## src/sv/mrc_pkg.sv

```systemverilog
package mrc_pkg;

   localparam int unsigned WORD_W  = 16;
   localparam int unsigned ACC_W   = 32;
   localparam int unsigned SUM_W   = 21;
   localparam int unsigned POS_W   = 3;

   localparam logic [ACC_W-1:0] MAG_MASK = 32'h000f_ffff;

   // configuration register indexes
   localparam logic CSR_VERTEX_TOTAL  = 1'b0;
   localparam logic CSR_POLYGON_TOTAL = 1'b1;

   // vertex record layout
   localparam logic [POS_W-1:0] VERT_TEX_POS  = 3'd6;
   localparam logic [POS_W-1:0] VERT_LAST_POS = 3'd7;

   // polygon record layout
   localparam logic [POS_W-1:0] POLY_TAG_POS   = 3'd0;
   localparam logic [POS_W-1:0] POLY_COUNT_POS = 3'd1;
   localparam logic [POS_W-1:0] POLY_INDEX_POS = 3'd2;

   localparam logic [WORD_W-1:0] SHORT_FACE  = 16'd4;
   localparam logic [WORD_W-1:0] MEDIUM_FACE = 16'd7;

   typedef enum logic [1:0] {
      SEC_IDLE = 2'd0,
      SEC_VERT = 2'd1,
      SEC_POLY = 2'd2
   } section_type;

   typedef struct packed {
      logic [ACC_W-1:0]  accumulator;
      logic [WORD_W-1:0] records_left;
      section_type       section;
      logic [POS_W-1:0]  word_position;
      logic [WORD_W-1:0] index_words_left;
   } walk_state_type;

   localparam walk_state_type WALK_IDLE = '{
      accumulator:      '0,
      records_left:     '0,
      section:          SEC_IDLE,
      word_position:    '0,
      index_words_left: '0
   };

   // sign-magnitude fold to 20 bits: magnitude mod 2^20, sign kept
   function automatic logic [ACC_W-1:0] reduce20(input logic [ACC_W-1:0] v);
      logic [ACC_W-1:0] mag;
      begin
         mag = (ACC_W'(0) - v) & MAG_MASK;
         if (v[ACC_W-1] == 1'b0) begin
            reduce20 = v & MAG_MASK;
         end else begin
            reduce20 = ACC_W'(0) - mag;
         end
      end
   endfunction

endpackage

```

## src/sv/mesh_record_checksum_top.sv

```systemverilog
// Latency: an item's checksum, when it completes the body, is valid the cycle after acceptance.
// Throughput: one item per cycle while req_ready is high; one registered walk step per word.
// req_ready stays high while the output register is empty or being drained.
// Reset (synchronous, active high) clears both registers, the walk state and
// the output valid; the block comes out idle, waiting for a start item.
module mesh_record_checksum_top (
   input  logic                              clock,
   input  logic                              reset,
   // configuration writes
   input  logic                              csr_we,
   input  logic                              csr_index,
   input  logic [mrc_pkg::WORD_W-1:0]        csr_wdata,
   // body word stream
   input  logic                              req_valid,
   output logic                              req_ready,
   input  logic [mrc_pkg::WORD_W-1:0]        req_body_word,
   input  logic                              req_start_req,
   // checksum result
   output logic                              rsp_valid,
   input  logic                              rsp_ready,
   output logic signed [mrc_pkg::SUM_W-1:0]  rsp_checksum
);
   import mrc_pkg::*;

   // configuration registers
   logic [WORD_W-1:0] vertex_total_ff;
   logic [WORD_W-1:0] polygon_total_ff;

   // walk state: accumulator, record and word counters, section
   walk_state_type walk_ff;
   walk_state_type walk_in;

   // output register
   logic                    rsp_valid_ff;
   logic                    rsp_valid_in;
   logic signed [SUM_W-1:0] checksum_ff;
   logic signed [SUM_W-1:0] checksum_in;

   logic                    req_take;
   logic                    step_emit;
   logic signed [SUM_W-1:0] step_sum;
   walk_state_type          step_nxt;

   // The output register decouples the sides: a new item goes in whenever the
   // held checksum is absent or leaves this same cycle.
   assign req_ready = !rsp_valid_ff || rsp_ready;
   assign req_take  = req_valid && req_ready;

   mrc_step u_step (
      .cur           (walk_ff),
      .body_word     (req_body_word),
      .start_req     (req_start_req),
      .vertex_total  (vertex_total_ff),
      .polygon_total (polygon_total_ff),
      .nxt           (step_nxt),
      .emit          (step_emit),
      .checksum      (step_sum)
   );

   always_comb begin
      walk_in      = walk_ff;
      rsp_valid_in = rsp_valid_ff && !rsp_ready;
      checksum_in  = checksum_ff;
      if (req_take) begin
         walk_in = step_nxt;
         if (step_emit) begin
            rsp_valid_in = 1'b1;
            checksum_in  = step_sum;
         end
      end
   end

   always_ff @(posedge clock) begin
      if (reset) begin
         vertex_total_ff  <= '0;
         polygon_total_ff <= '0;
      end else if (csr_we) begin
         case (csr_index)
            CSR_VERTEX_TOTAL:  vertex_total_ff  <= csr_wdata;
            CSR_POLYGON_TOTAL: polygon_total_ff <= csr_wdata;
            default: begin
            end
         endcase
      end
   end

   always_ff @(posedge clock) begin
      if (reset) begin
         walk_ff      <= WALK_IDLE;
         rsp_valid_ff <= 1'b0;
      end else begin
         walk_ff      <= walk_in;
         rsp_valid_ff <= rsp_valid_in;
      end
   end

   // payload only, no reset needed
   always_ff @(posedge clock) begin
      checksum_ff <= checksum_in;
   end

   assign rsp_valid    = rsp_valid_ff;
   assign rsp_checksum = checksum_ff;

endmodule

```

## src/sv/mrc_step.sv

```systemverilog
module mrc_step (
   input  mrc_pkg::walk_state_type       cur,
   input  logic [mrc_pkg::WORD_W-1:0]    body_word,
   input  logic                          start_req,
   input  logic [mrc_pkg::WORD_W-1:0]    vertex_total,
   input  logic [mrc_pkg::WORD_W-1:0]    polygon_total,
   output mrc_pkg::walk_state_type       nxt,
   output logic                          emit,
   output logic signed [mrc_pkg::SUM_W-1:0] checksum
);
   import mrc_pkg::*;

   walk_state_type   base;
   logic [ACC_W-1:0] addend;
   logic [ACC_W-1:0] sum;
   logic [ACC_W-1:0] folded;
   logic [WORD_W-1:0] recs_dec;
   logic [WORD_W-1:0] idx_dec;
   logic             rec_done;

   always_comb begin
      // start_req reloads the walk before the word itself is counted
      base = cur;
      if (start_req) begin
         base.accumulator      = '0;
         base.word_position    = '0;
         base.index_words_left = '0;
         if (vertex_total != '0) begin
            base.section      = SEC_VERT;
            base.records_left = vertex_total;
         end else if (polygon_total != '0) begin
            base.section      = SEC_POLY;
            base.records_left = polygon_total;
         end else begin
            base = WALK_IDLE;
         end
      end
   end

   always_comb begin
      addend = {{(ACC_W-WORD_W){1'b0}}, body_word};
      if (base.section == SEC_VERT) begin
         if (base.word_position >= VERT_TEX_POS) begin
            addend = {{(ACC_W-WORD_W){body_word[WORD_W-1]}}, body_word};
         end else if (base.word_position[0]) begin
            addend = {body_word, {(ACC_W-WORD_W){1'b0}}};
         end
      end
   end

   assign sum      = base.accumulator + addend;
   assign folded   = reduce20(sum);
   assign recs_dec = base.records_left - WORD_W'(1);
   assign idx_dec  = base.index_words_left - WORD_W'(1);

   always_comb begin
      nxt      = base;
      emit     = 1'b0;
      checksum = '0;
      rec_done = 1'b0;

      if (start_req && base.section == SEC_IDLE) begin
         // empty body: zero checksum right away, word dropped
         emit = 1'b1;
      end else begin
         case (base.section)
            SEC_VERT: begin
               nxt.accumulator = sum;
               if (base.word_position == VERT_LAST_POS) begin
                  rec_done = 1'b1;
               end else begin
                  nxt.word_position = base.word_position + POS_W'(1);
               end
            end
            SEC_POLY: begin
               nxt.accumulator = sum;
               if (base.word_position == POLY_TAG_POS) begin
                  nxt.word_position = POLY_COUNT_POS;
               end else if (base.word_position == POLY_COUNT_POS) begin
                  if (body_word <= SHORT_FACE) begin
                     nxt.index_words_left = SHORT_FACE;
                  end else if (body_word <= MEDIUM_FACE) begin
                     nxt.index_words_left = MEDIUM_FACE;
                  end else begin
                     nxt.index_words_left = body_word;
                  end
                  nxt.word_position = POLY_INDEX_POS;
               end else begin
                  nxt.index_words_left = idx_dec;
                  rec_done = (idx_dec == '0);
               end
            end
            default: begin
               nxt = base;
            end
         endcase

         if (rec_done) begin
            nxt.accumulator      = folded;
            nxt.word_position    = '0;
            nxt.index_words_left = '0;
            nxt.records_left     = recs_dec;
            if (recs_dec == '0) begin
               if (base.section == SEC_VERT && polygon_total != '0) begin
                  nxt.section      = SEC_POLY;
                  nxt.records_left = polygon_total;
               end else begin
                  emit     = 1'b1;
                  checksum = folded[SUM_W-1:0];
                  nxt      = WALK_IDLE;
                  nxt.accumulator = folded;
               end
            end
         end
      end
   end

endmodule
```

## config.mk

```make
export PLATFORM = sky130hd
export DESIGN_NAME = mesh_record_checksum_top
export DESIGN_NICKNAME = d
export VERILOG_FILES = /design/src/sv/mrc_pkg.sv /design/src/sv/mesh_record_checksum_top.sv /design/src/sv/mrc_step.sv
export SDC_FILE = /design/constraint.sdc
export NUM_CORES = 1
export LEC_CHECK = 0
export BUFFER_PORTS_ARGS = -buffer_cell sky130_fd_sc_hd__buf_2
export CORE_ASPECT_RATIO = 0.6
export CORE_MARGIN = 8
export CORE_UTILIZATION = 63
export DETAILED_ROUTE_END_ITERATION = 16
export HOLD_SLACK_MARGIN = 0.06
export PLACE_DENSITY_LB_ADDON = 0.08
export REMOVE_ABC_BUFFERS = 1
export SLEW_MARGIN = 20
export SYNTH_ARGS = -nofsm -noshare
export SYNTH_HDL_FRONTEND = slang
export SYNTH_SLANG_ARGS = --single-unit
```

## constraint.sdc

```tcl
create_clock -name clock -period 9.3 [get_ports clock]
set_clock_uncertainty 0.05 [all_clocks]
set_input_delay 1.395 -clock clock [delete_from_list [all_inputs] [get_ports clock]]
set_output_delay 1.395 -clock clock [all_outputs]
set_load 0.05 [all_outputs]
```

=== Word-level counts from Yosys, hierarchy flattened ===
Cells that the tools add are included.

* Flip-flop bits (word level): 123
* Input bits: 39

* Add/subtract/negate cells: 6
* Order comparisons: 3
* Eq/ne operators: 4
* Mux-type cells: 32
* Bitwise logic cells: 3
* Reductions and logical operators: 18

{| class="wikitable"
|+ Operator list
! kind !! number
|-
| $mux W69 || 3
|-
| $mux W32 || 5
|-
| $mux W16 || 5
|-
| $mux W18 || 3
|-
| $mux W37 || 1
|-
| $add A32 B32 Y32 || 1
|-
| $le A16 B3 Y1 const B || 2
|-
| $logic_not A16 Y1 || 2
|-
| $reduce_bool A16 Y1 || 2
|-
| $sub A16 B1 Y16 const B || 2
|-
| $sub A1 B20 Y21 const A || 1
|-
| $sub A1 B20 Y20 const A || 1
|-
| $mux W1 || 10
|-
| $mux W3 || 3
|-
| $pmux W3 S2 || 1
|-
| $reduce_and A2 Y1 || 3
|-
| $logic_and A1 B1 Y1 || 4
|-
| $reduce_or A4 Y1 || 1
|-
| $add A3 B1 Y3 const B || 1
|-
| $eq A3 B1 Y1 const B || 1
|-
| $eq A3 B3 Y1 const B || 1
|-
| $ge A3 B3 Y1 const B || 1
|-
| $logic_not A3 Y1 || 1
|-
| $not A1 Y1 || 3
|-
| 7 further kinds || 8
|}

=== Longest topological paths before layout ===
Gate-level depths: netlist of run 1.

* Word-level depth: 14
* Gate-level depth with buffers: 29
* Gate-level depth less buffers: 23

=== By module ===
From an unflattened synthesis of run 1, not the netlist that was laid out.

* Cell total of the unflattened synthesis: 1542
* Area total of the unflattened synthesis: 11144.4 sq um

{| class="wikitable"
|+ Modules (own cells, without submodules)
! module !! times used !! cells each !! area an instance (sq um) !! sequential area each (sq um)
|-
| mrc_step || 1 || 1058 || 6367.4 || 0.0
|-
| mesh_record_checksum_top || 1 || 484 || 4777.1 || 2672.6
|}

=== Worst setup path before layout of run 1 ===
No wires, ideal clock.

* Kind: input to register
* Start point: input port req_start_req
* End point: register checksum_ff[18], in the netlist rsp_checksum[18] (data pin)
* Setup time: 0.146 ns
* Arrival time: 8.153 ns
* Slack: 0.951 ns
* Stages on the path: 26
* Buffers on the path: 8
* Cell sequence: clkbuf_1 > clkbuf_1 > clkbuf_1 > clkbuf_1 > buf_1 > buf_1 > mux2i_1 > ha_1 > clkbuf_1 > nand3_1 > clkbuf_1 > and2_1 > ha_1 > fa_1 > xor2_1 > nor3_1 > o221a_2 > o211a_1 > o2111ai_1 > nor3b_2 > nand3_1 > or4_1 > a21oi_2 > xnor2_1 > or3_1 > a21oi_1

* Cells in the longest elaborated chain, start to end: 9
* Elaborated cells on any way between the ends: 29

{| class="wikitable"
|+ RTL lines
! item !! line !! RTL
|-
| start: declaration || mesh_record_checksum_top.sv:17 || <nowiki>input logic req_start_req,</nowiki>
|-
| branches (longest 9 deep; another with $add A32 B32 Y32) || n/a ||
|-
| end signal: assignment || mesh_record_checksum_top.sv:99 || <nowiki>checksum_ff <= checksum_in;</nowiki>
|-
| end: declaration || mesh_record_checksum_top.sv:36 || <nowiki>logic signed [SUM_W-1:0] checksum_ff;</nowiki>
|}

Parallel ways; which one is timed is not known. The select of a mux whose other input is x is not followed.
A chain may end at the register's enable or synchronous reset.

=== Final worst setup path of run 1 ===
* Start point: register polygon_total_ff[10]
* End point: register checksum_ff[17], in the netlist rsp_checksum[17] (data pin)

* Cells in the longest elaborated chain, start to end: 10
* Elaborated cells on any way between the ends: 21

{| class="wikitable"
|+ RTL lines
! item !! line !! RTL
|-
| start: declaration || mesh_record_checksum_top.sv:27 || <nowiki>logic [WORD_W-1:0] polygon_total_ff;</nowiki>
|-
| start signal: assignment || mesh_record_checksum_top.sv:80 || <nowiki>CSR_POLYGON_TOTAL: polygon_total_ff <= csr_wdata;</nowiki>
|-
| $reduce_bool A16 Y1 || mrc_step.sv:31, mrc_step.sv:104 ||
|-
| $mux W18 || mrc_step.sv:31 || <nowiki>end else if (polygon_total != '0) begin</nowiki>
|-
| $mux W18 || mrc_step.sv:28 || <nowiki>if (vertex_total != '0) begin</nowiki>
|-
| $mux W69 || mrc_step.sv:24 || <nowiki>if (start_req) begin</nowiki>
|-
| $eq A2 B1 Y1 || mrc_step.sv:42, mrc_step.sv:66, mrc_step.sv:104 ||
|-
| $mux W32 || mrc_step.sv:42 || <nowiki>if (base.section == SEC_VERT) begin</nowiki>
|-
| $add A32 B32 Y32 || mrc_step.sv:51 || <nowiki>assign sum = base.accumulator + addend;</nowiki>
|-
| $sub A1 B20 Y20 || mrc_pkg.sv:52 || <nowiki>mag = (ACC_W'(0) - v) & MAG_MASK;</nowiki>
|-
| $sub A1 B20 Y21 || mrc_pkg.sv:56 || <nowiki>reduce20 = ACC_W'(0) - mag;</nowiki>
|-
| $mux W32 || mrc_pkg.sv:53 || <nowiki>if (v[ACC_W-1] == 1'b0) begin</nowiki>
|}

Parallel ways exist; a longest one is shown, timed or not. The select of a mux whose other input is x is not followed.

==> flow_summary.ini, run 1 <==
[worst_setup_path]
startpoint_type = flip-flop
arrival_ps = 8590
reg2reg_to = rsp_checksum[17]
cp_max_fo = 16
timing.reg2reg.setup_slack_ps = 950
cp.required_ps = 9540
end_kind = flip-flop
r2r_cells = 20
path_class = flip-flop to flip-flop
r2r_start = polygon_total_ff[10]

[layout]
num_antenna_cells = 0
design_area_um2 = 11400
nFillCells = 1370
post-route-util = 0.700
drive_gt1_frac = 0.0973
fin_cells = 1668
final_nets = 1531
area_growth_pct = 8.81
final_common_cell = nand2_1
final_cell_mix = 193 x nand2_1, 166 x a21oi_1, 144 x nor2_1, 102 x dfxtp_1, 61 x buf_2

[worst_hold_path]
holdPathEnd = walk_ff[53]
hold_depth = 2
hp-start = walk_ff[53]
holdCritPathClass = flip-flop to flip-flop

[clocking]
path_clk_slew_ps = 60
post_cts_resized = 0
h-tree-depth = 4
hold_buffers = 0
cts_buffer_depth = 2
root_buffer = clkbuf_16
numCtsBuffers = 17
cts_setup_buffers = 0
tritoncts = done
clock_latency_ps = 450
cts.sinks = 123

[detailed_routing]
vias = 11400
wirelength_um = 34600
wl_per_cell_um = 20.8
ant_nets = 0
drtPass1Iterations = 7
drc = 0
routed_via_density = 6.83
drt_iter0_markers = 1715

[sta]
finalCritPeriodShare = 0.898
setup_tns_ps = 0
final.min_clock_period_ps = 8350
slew_headroom = 0.216
hold_viol = 0
max_slew.worst_pin.slew_ps = 1170
rsz0062_at_grt = false
drv_slew = 0
fmax_mhz = 120
setup_viol = 0

[floorplanning]
io_pins = 62
num_rows = 36
die_area_um2 = 21100
die_h_um = 116
die_x_um = 182
core_area_um2 = 16200
start_util = 0.644

[pwr]
pwr_density_cell_nw_per_um2 = 146
ir_worst_vdd_mv = 0.140
sw_frac_of_total = 0.338
finalPower_uw = 1650
p_leak_uw = 0.00431
power.share.sequential = 0.352
internal-power_uw = 1100
p_sw_uw = 559
combinationalPowerShare = 0.253
clkPwrFrac = 0.395

[yosys]
synthArstFlopShare = 0
synth_edf_count = 21
avgSynthCellArea_um2 = 7.24
ys_ff_latch = 123
syn_inst = 1441
ys_seq_area_frac = 0.256
yosysUniqueCellTypes = 83
yosys_warnings = 0
synth-main-ff-cell = dfxtp_1
synth_area_um2 = 10400

[global_route]
track_usage = 0.323
grt_antenna_before_repair = 1
grt_max_degree = 80
grt_pass1_vias = 10000
grt_overflow = 0
grt_pass1_wl_um = 54300

[outcome]
status = finished, final reports clean

[flow_run]
maxCapViolations = 0

[place]
finalWeightedCongestion = 1.05
placed_cell_area_um2 = 10800
place_hpwl_um = 24900
dp_cells = 1637
numPortBuffers = 61
## through the flow
step,worst slack (ps),hold WS (ps)
floorplan,1780,367
global placement,1540,382
detailed placement,1090,390
CTS,1160,404
global route,488,429
finish,947,402
## per-layer routing
| layer | up-vias | share of wire | global-route usage |
|---|---|---|---|
| li1 | 5281 | - | - |
| met1 | 5259 | 0.45 | 0.464 |
| met2 | 767 | 0.38 | 0.431 |
| met3 | 78 | 0.16 | 0.131 |
| met4 | 2 | 0.019 | 0.0865 |
| met5 | - | 0.00046 | 0 |
## state kept, by name, summed over array words and instances, names as in the netlist
signal	flops
walk_ff	69
polygon_total_ff	16
rsp_valid	1
vertex_total_ff	16
rsp_checksum	21
## worst max-delay path by stage
| stage | startpoint | to | slack (ps) | cells after the start |
|---|---|---|---|---|
| CTS | polygon_total_ff[3] | rsp_checksum[17] | 1160 | 20 |
| global route | polygon_total_ff[3] | walk_ff[65] | 490 | 20 |
| detailed placement | req_start_req | rsp_checksum[17] | 1090 | 22 |
| floorplan | req_start_req | rsp_checksum[18] | 1780 | 20 |
| global placement | req_start_req | walk_ff[67] | 1540 | 23 |
| finish | polygon_total_ff[10] | rsp_checksum[17] | 950 | 20 |
## worst max-delay path: stages, from the launching register on
cell	delay [ps]
dfxtp_1	390
or4_1	490
or3_1	550
o21a_1	290
mux2i_1	300
ha_1	460
nand3_1	520
and2_1	370
ha_1	240
fa_1	470
xnor2_1	390
nand2_1	290
nor4_1	780
nand4_1	370
and4bb_2	490
mux2i_1	360
o211ai_1	270
a21oi_1	450
xor2_1	190
or3_1	350
a21oi_1	140
## logic make-up (layout without fill, tap and decap cells)
family | after synthesis | after routing | synth area share
and+or+nand+nor | 622 | 622 | 0.290
AOI/OAI and AO/OA | 452 | 452 | 0.281
DFF | 123 | 123 | 0.256
buffers and inverters | 110 | 128 | 0.0408
xor gates and xnor gates | 78 | 78 | 0.0668
adders and majority gates | 45 | 45 | 0.0547
muxes | 11 | 11 | 0.0111
## cell usage after synthesis, types with 5 or more instances
cell type | n | share of area
or2_2 | 12 | 0.0072
nor4_1 | 32 | 0.019
o21ai_0 | 59 | 0.028
nor2b_1 | 45 | 0.027
nand2b_1 | 12 | 0.0072
a21boi_0 | 6 | 0.0043
nand3_1 | 32 | 0.015
mux2i_1 | 9 | 0.0086
nor3_1 | 47 | 0.023
a311oi_1 | 5 | 0.0042
a21o_1 | 24 | 0.017
a32oi_1 | 9 | 0.0076
a21oi_1 | 168 | 0.081
or3_1 | 20 | 0.012
a31oi_1 | 16 | 0.0096
xnor2_1 | 58 | 0.049
and3_1 | 8 | 0.0048
a211o_1 | 6 | 0.0050
or4_1 | 12 | 0.0086
nand2_1 | 194 | 0.070
a31o_2 | 5 | 0.0042
clkbuf_1 | 76 | 0.027
o21a_1 | 14 | 0.010
nand4_1 | 10 | 0.0060
dfxtp_1 | 102 | 0.20
a211oi_1 | 31 | 0.022
o221ai_1 | 8 | 0.0067
buf_2 | 7 | 0.0034
inv_1 | 19 | 0.0068
ha_1 | 44 | 0.053
a22oi_1 | 20 | 0.014
nor2_1 | 145 | 0.052
a22o_1 | 5 | 0.0042
and2_1 | 31 | 0.019
edfxtp_1 | 21 | 0.060
o31ai_1 | 8 | 0.0058
xor2_1 | 19 | 0.016
buf_1 | 6 | 0.0022
o211ai_1 | 20 | 0.014
## power groups by stage
stage          Combinational [µW]  Sequential [µW]  Clock, µW
2_1_floorplan                 265              602          0
3_3_place_gp                  396              591          0
3_5_place_dp                  399              592          0
4_1_cts                       404              581        654
5_1_grt                       452              584        680
6_report                      419              582        653
## final cells by class
class                   instances  area, µm²  share of cell area
clock buffers                  26        542              0.0477
clock inverters                 5       28.8             0.00253
inverters                      20       75.1             0.00661
multi-input cells            1208       7350               0.647
flip-flops and latches        123       2670               0.235
well taps                     209        262              0.0230
repair buffers                 77        425              0.0375
(Power assumes the default switching activity.)
==> run 2, diff against run 1 <==
Settings changed: CORE_UTILIZATION 63 to 35.
==> run 2 against run 1 <==
Die area is 70% higher. Sequential power is essentially flat. Core utilization shrank 31 points. Critical endpoint is now walk_ff[65]. Largest cell class unchanged. Largest power group unchanged. Highest routed layer unchanged.
==> flow_summary.ini, run 2 (synthesis results as in run 1) <==
[worst_setup_path]
timing.reg2reg.setup_slack_ps = 1040
cp.required_ps = 9540
cp_max_fo = 16
r2r_start = polygon_total_ff[10]
reg2reg_to = walk_ff[65]
path_class = flip-flop to flip-flop
end_kind = flip-flop
arrival_ps = 8500
startpoint_type = flip-flop
r2r_cells = 21

[sta]
finalCritPeriodShare = 0.888
rsz0062_at_grt = false
max_slew.worst_pin.slew_ps = 952
setup_viol = 0
setup_tns_ps = 0
hold_viol = 0
setup_ws_ps = 1040
fmax_mhz = 121
slew_headroom = 0.365
drv_slew = 0
final.min_clock_period_ps = 8260

[detailed_routing]
wirelength_um = 38800
drt_iter0_markers = 1278
ant_nets = 0
drc = 0
drtPass1Iterations = 6
wl_per_cell_um = 20.7
routed_via_density = 5.83
vias = 10900

[layout]
design_area_um2 = 11700
seq_area_um2 = 2670
largest_reg_flops = 69
final_common_cell = nand2_1
multi_input_area_um2 = 7350
post-route-util = 0.394
area_growth_pct = 12.1
final_nets = 1536
nFillCells = 3107
final_cell_mix = 193 x nand2_1, 167 x a21oi_1, 145 x nor2_1, 102 x dfxtp_1, 60 x buf_2
drive_gt1_frac = 0.104
num_antenna_cells = 0
largest_register = walk_ff

[global_route]
grt_pass1_wl_um = 60000
grt_antenna_before_repair = 2
grt_pass1_vias = 9714
track_usage = 0.215
grt_max_degree = 73
grt_overflow = 0

[clocking]
cts_setup_buffers = 0
post_cts_resized = 0
hold_buffers = 0
clock_latency_ps = 450
tritoncts = done
h-tree-depth = 4
root_buffer = clkbuf_16
cts_buffer_depth = 2
path_clk_slew_ps = 70
cts.sinks = 123
numCtsBuffers = 17

[pwr]
pwr_density_cell_nw_per_um2 = 149
p_leak_uw = 0.00437
ir_worst_vdd_mv = 0.128

[place]
placed_cell_area_um2 = 11100
place_hpwl_um = 28400
numPortBuffers = 61
finalWeightedCongestion = 0.918
place_ws_ps = 773

[floorplanning]
die_area_um2 = 35800
core_area_um2 = 29700
num_rows = 49
die_h_um = 150
start_util = 0.352
io_pins = 62
die_x_um = 239

[flow_run]
maxCapViolations = 0

[outcome]
status = finished, final reports clean

[worst_hold_path]
hold_depth = 2
hp-start = walk_ff[51]
holdPathEnd = walk_ff[51]
holdCritPathClass = flip-flop to flip-flop
run 2: routing by layer:
metal	share of wire	track usage
met4	0.013	0.0490
met3	0.081	0.0609
met2	0.36	0.258
met5	0.00034	0
met1	0.55	0.351
run 2: worst max-delay path by stage:
stage,start,to,slack (ps),cells after the start
after floorplan,req_start_req,rsp_checksum[18],1780,20
after global placement,req_start_req,walk_ff[65],1080,19
after detailed placement,req_start_req,walk_ff[65],770,19
after CTS,polygon_total_ff[3],walk_ff[67],1210,21
after global routing,polygon_total_ff[3],walk_ff[62],490,21
final,polygon_total_ff[10],walk_ff[65],1040,21
run 2: critical path, stage by stage, from the launching register on:
cell	delay [ps]
dfxtp_1	390
or4_1	470
or3_1	550
o21a_1	300
mux2i_1	330
ha_1	490
nand3_1	440
and2_1	320
ha_1	250
fa_1	470
xor2_1	220
nor3_1	390
o221a_2	350
o211a_1	240
o2111ai_1	280
nor3b_2	430
nand3_1	380
or4_1	620
a21oi_2	360
a21oi_1	140
nand2_1	460
a311oi_1	160
run 2: where the power goes:
group	internal [µW]	leakage [µW]	switching [µW]	total [µW]
Sequential	565	0.00102	18.8	584
Combinational	136	0.00304	294	429
Clock	446	0.000313	290	736
Total	1150	0.00437	603	1750
run 2: final cells by class:
type / instances / share of cell area
clock buffers: 19 / 0.0397
repair buffers: 82 / 0.0398
flip-flops and latches: 123 / 0.228
well taps: 408 / 0.0436
clock inverters: 13 / 0.0138
inverters: 20 / 0.00641
multi-input cells: 1208 / 0.628
run 2: per-stage QoR:
stage	power [µW]	instances	hold WS, ps
after global placement	1020	1841	388
after detailed placement	1020	1841	392
after floorplan	866	1351	367
final	1750	1873	413
after global routing	1830	1873	453
after CTS	1760	1873	410
